--- src/pgti_mul.sv ---
// Shared signed multiplier with a registered product.
module pgti_mul #(
  parameter int W = 33
) (
  input  logic                  clk,
  input  logic signed [W-1:0]   mul_a,
  input  logic signed [W-1:0]   mul_b,
  output logic signed [2*W-1:0] prod_r
);

  always_ff @(posedge clk) begin
    prod_r <= mul_a * mul_b;
  end

endmodule

--- config.mk ---
export PLATFORM = sky130hd
export DESIGN_NAME = pgti_mul
export DESIGN_NICKNAME = d
export VERILOG_FILES = /design/src/pgti_mul.sv
export SDC_FILE = /design/constraint.sdc
export NUM_CORES = 2
export LEC_CHECK = 0
export BUFFER_PORTS_ARGS = -buffer_cell sky130_fd_sc_hd__buf_2
export CAP_MARGIN = 30
export CORE_ASPECT_RATIO = 0.9
export CORE_MARGIN = 2
export CORE_UTILIZATION = 42
export DETAILED_ROUTE_END_ITERATION = 6
export PLACE_DENSITY = 0.59
export SLEW_MARGIN = 20
export SYNTH_ARGS = -nofsm -noshare
export SYNTH_HDL_FRONTEND = slang
export SYNTH_SLANG_ARGS = --single-unit
--- constraint.sdc ---
create_clock -name clk -period 9.7 [get_ports clk]
set_clock_uncertainty 0.05 [all_clocks]
set_input_delay 0.97 -clock clk [delete_from_list [all_inputs] [get_ports clk]]
set_output_delay 0.97 -clock clk [all_outputs]
set_load 0.02 [all_outputs]
# Yosys cells after proc, flatten, opt, wreduce, memory -nomap -nowiden
# Index checks and enable logic that the tools add are counted.
dict set report word_totals {
  word_cells 2
  output_inout_bits 66
  inputBits 67
  reg_bits 66
}
dict set report op_classes {
  n_mul 1
}
# operator count
set op_table {}
lappend op_table {{$mul 33x33->66} 1}

# Logic depth before layout (Yosys ltp)
dict set report depth {
  depth_word 1
  ltp_mapped 27
  ltp_nobuf 26
}

# Least setup slack after synthesis
# OpenSTA, ideal clock, no wires.
dict set report synth_timing {
  kind {input to register}
  startpoint {input port mul_a[32]}
  endpoint {register prod_r[62]}
  t_arrival_ps 8127
  n_path_buf 2
  required_ps 9571
  setup_ps 79
  stages 23
  slack_ps 1444
  cell_sequence {clkbuf_1 > nand2_1 > inv_1 > fa_1 > fa_1 > fa_1 > fa_1 > fa_1 > fa_1 > fa_1 > inv_1 > fa_1 > inv_1 > ha_1 > clkbuf_1 > and3_1 > nand3_1 > nand2b_1 > a2111oi_4 > a211oi_4 > a21o_2 > a21o_1 > a211oi_2}
}
dict set report synth_between {
  elab_chain_len 1
}
# element line_no
set synth_rtl {}
lappend synth_rtl {{start: declaration} 6} ;# input logic signed [W-1:0] mul_a,
lappend synth_rtl {{$mul 33x33->66} 12} ;# prod_r <= mul_a * mul_b;
lappend synth_rtl {{end signal: assignment} 12}
lappend synth_rtl {{end: declaration} 8} ;# output logic signed [2*W-1:0] prod_r
# No other way between the ends.

# Worst setup path in the final report
dict set report layout_timing {
  startpoint {input port mul_b[12]}
  endpoint {register prod_r[63]}
}
dict set report layout_between {
  elab_chain_len 1
}
# element line_no
set layout_rtl {}
lappend layout_rtl {{start: declaration} 7} ;# input logic signed [W-1:0] mul_b,
lappend layout_rtl {{$mul 33x33->66} 12}
# No other way between the ends.

==> out/qor.csv <==
stage,metric,value,unit
clocking,numCtsBuffers,9,
synthesis,ys_ff_latch,66,
synthesis,syn_inst,4338,
routing,ant_nets,0,
routing,routedWlPerCell,20.0,um
critical_path,critical_path.top_delay_family,adder cells,
routing,dr.pass1.iters,6,
grt,gr-total-overflow,0,
synthesis,synth_cell_type_count,80,
critical_path,cpMostUsedCell,fa_1,
critical_path,critPathArrivalTime,9.16,ns
grt,grtUsageTotal,24.1,%
die,start_util,42.3,%
hold_path,worstHoldStart,mul_b[0],
clocking,clkSlewWorstSetupHoldPaths,0.07,ns
flow_run,cap_violations,0,
sta,relSlewSlack,39.9,%
sta,post-route-period-util,91.3,%
synthesis,synth-edff-count,0,
die,io-pin-count,133,
clocking,ctsLongestPathBuffers,2,
critical_path,worstPathCellList,buf_2 > nand2_1 > fa_1 > fa_1 > fa_1 > inv_1 > fa_1 > fa_1 > fa_1 > fa_1 > inv_1 > fa_1 > inv_1 > ha_1 > and3_1 > nand4_1 > nor4_1 > a21oi_4 > or3b_1 > nand3_1,
routing,drc,0,
sta,setup_violations,0,
die,rows,108,
layout,area_delta_synth_final,5.30,%
synthesis,avgSynthCellArea,9.39,um^2
placement,numPortBuffers,132,
run_status,status,"finished, final reports clean",
critical_path,worst-path-max-fanout,33,
grt,grt_pass1_wl,184000,um
synthesis,synth-main-ff-cell,dfxtp_1,
routing,drt-total-wl,112000,um
critical_path,cp.required,10.00,ns
routing,dr_wl_met3,5810,um
clocking,cts_resized,0,
sta,report.final.slew_viol_count,0,
routing,wl_met2,53500,um
die,design.core.area,96200,um^2
placement,hpwl,94700,um
die,die_area,99500,um^2
critical_path,cpMaxStageDelayCell,fa_1,
grt,grt_pass1_vias,31100,
clocking,cts_tree,done,
critical_path,crit_start,mul_b[12],
sta,tightest_slew,0.902,ns
sta,hold_viol,0,
sta,setup_tns,0,ns
critical_path,max_stage_delay,0.87,ns
synthesis,yosysWarnings,0,
routing,top_layer_used,met5,
layout,reg_top3,prod_r (66),
grt,grt_max_degree,34,
die,die_w,332,um
placement,place_inst,5575,
sta,rsz0062_at_grt,no,
layout,nets,5750,
critical_path,worst-setup-path-type,input pin to flop,
grt,antenna_found_initial,5,
critical_path,critPathLaunchType,input pin,
clocking,postCtsSetupBuffers,0,
layout,top_register,prod_r,
routing,vias,28200,
layout,final_cell_mix,"fa_1 (1145), inv_1 (1131), and2_1 (562)",
sta,layout_min_cycle_time,8.86,ns
layout,drive_above_1_share,5.64,%
synthesis,seq_area_frac_synth,3.24,%
critical_path,crit_path_end_kind,flop,
routing,avgViaCountPerCell,5.04,
critical_path,path_buf_inv,4,
clocking,cts-htree-levels,3,
synthesis,async_reset_ff_share,0,%
die,die_h,299,um
synthesis,synth_nets,5767,
clocking,hold_buffers,0,
clocking,ctsRootBufferMaster,clkbuf_16,
layout,layout.cells.non_filler,5591,
synthesis,syn_area,40700,um^2
sta,max_freq,113,MHz
routing,met1_length,50000,um
routing,first_iter_violations,1537,
placement,gp_congestion,0.908,
clocking,cts_num_sinks,66,
layout,largest_reg_flops,66,
layout,layout_commonest_cell,fa_1,
hold_path,hold_class,input pin to flop,
## synthesized netlist by cell type, drive strengths merged (3+ instances only)
library cell | instances | area [um^2]
fa | 1145 | 22900
inv | 1131 | 4250
and2 | 563 | 3520
nand2 | 551 | 2070
ha | 217 | 2720
clkbuf | 208 | 781
nor2 | 68 | 255
dfxtp | 66 | 1320
a21oi | 61 | 328
xnor2 | 43 | 377
a21o | 38 | 288
o21ai | 33 | 173
nand3 | 26 | 135
xor2 | 25 | 219
buf | 13 | 70.1
nand2b | 12 | 75.1
nand4 | 12 | 81.3
a211oi | 11 | 110
o21bai | 11 | 82.6
a31oi | 9 | 62.6
nor3 | 7 | 35.0
o31ai | 7 | 104
a211o | 6 | 52.6
and3 | 6 | 42.5
o21a | 6 | 45.0
and4 | 5 | 43.8
nor2b | 5 | 31.3
o211ai | 5 | 51.3
a21boi | 3 | 33.8
a221oi | 3 | 43.8
nor4 | 3 | 33.8
or2 | 3 | 18.8
or3 | 3 | 18.8
## area by class of cell
class | count | area, um^2
antenna | 2 | 5.00
clock buffer | 11 | 253
clock inverter | 3 | 40.0
fill | 9452 | 53300
inverter | 1131 | 4250
multi-input combinational | 2920 | 34300
sequential | 66 | 1320
tap | 1265 | 1580
timing repair buffer | 193 | 1130
## metal layers
metal  vias up  global-route usage (%)
met1     15000                    34.6
met5         -                       0
li1      12300                       -
met4         6                    5.80
met2       761                    39.1
met3       118                    2.73
## through the flow
stage	cell area, um^2	setup slack, ns	utilization [%]	hold WS (ns)
after floorplan	40700	1.44	-	1.05
after global placement	42600	0.389	44.3	1.34
after detailed placement	42600	0.393	44.3	1.33
after CTS	42900	0.793	44.6	1.18
after global routing	42900	0.414	44.6	1.26
final	42900	0.841	44.6	1.23
## path summary, 6_finish.rpt
kind	slack (ns)	end	cells past startpoint
max	0.84	prod_r[63]	20
min	1.23	prod_r[0]	3
## cells by family after synthesis
group / synth area share, %
XOR/XNOR: 1.46
adder cells (fa/ha/maj): 62.9
buffers and inverters: 12.5
AO/OA/AOI/OAI: 4.07
AND/OR/NAND/NOR: 15.8
flip-flops: 3.24
## tightest hold or removal path, delay by kind of cell
family | cells | cell delay, ns
and+or+nand+nor | 1 | 0.16
buffers and inverters | 2 | 0.48
Power is left out: the tool's default activity adds up to more than one toggle a clock period on the data nets, which glitch-free logic cannot reach.
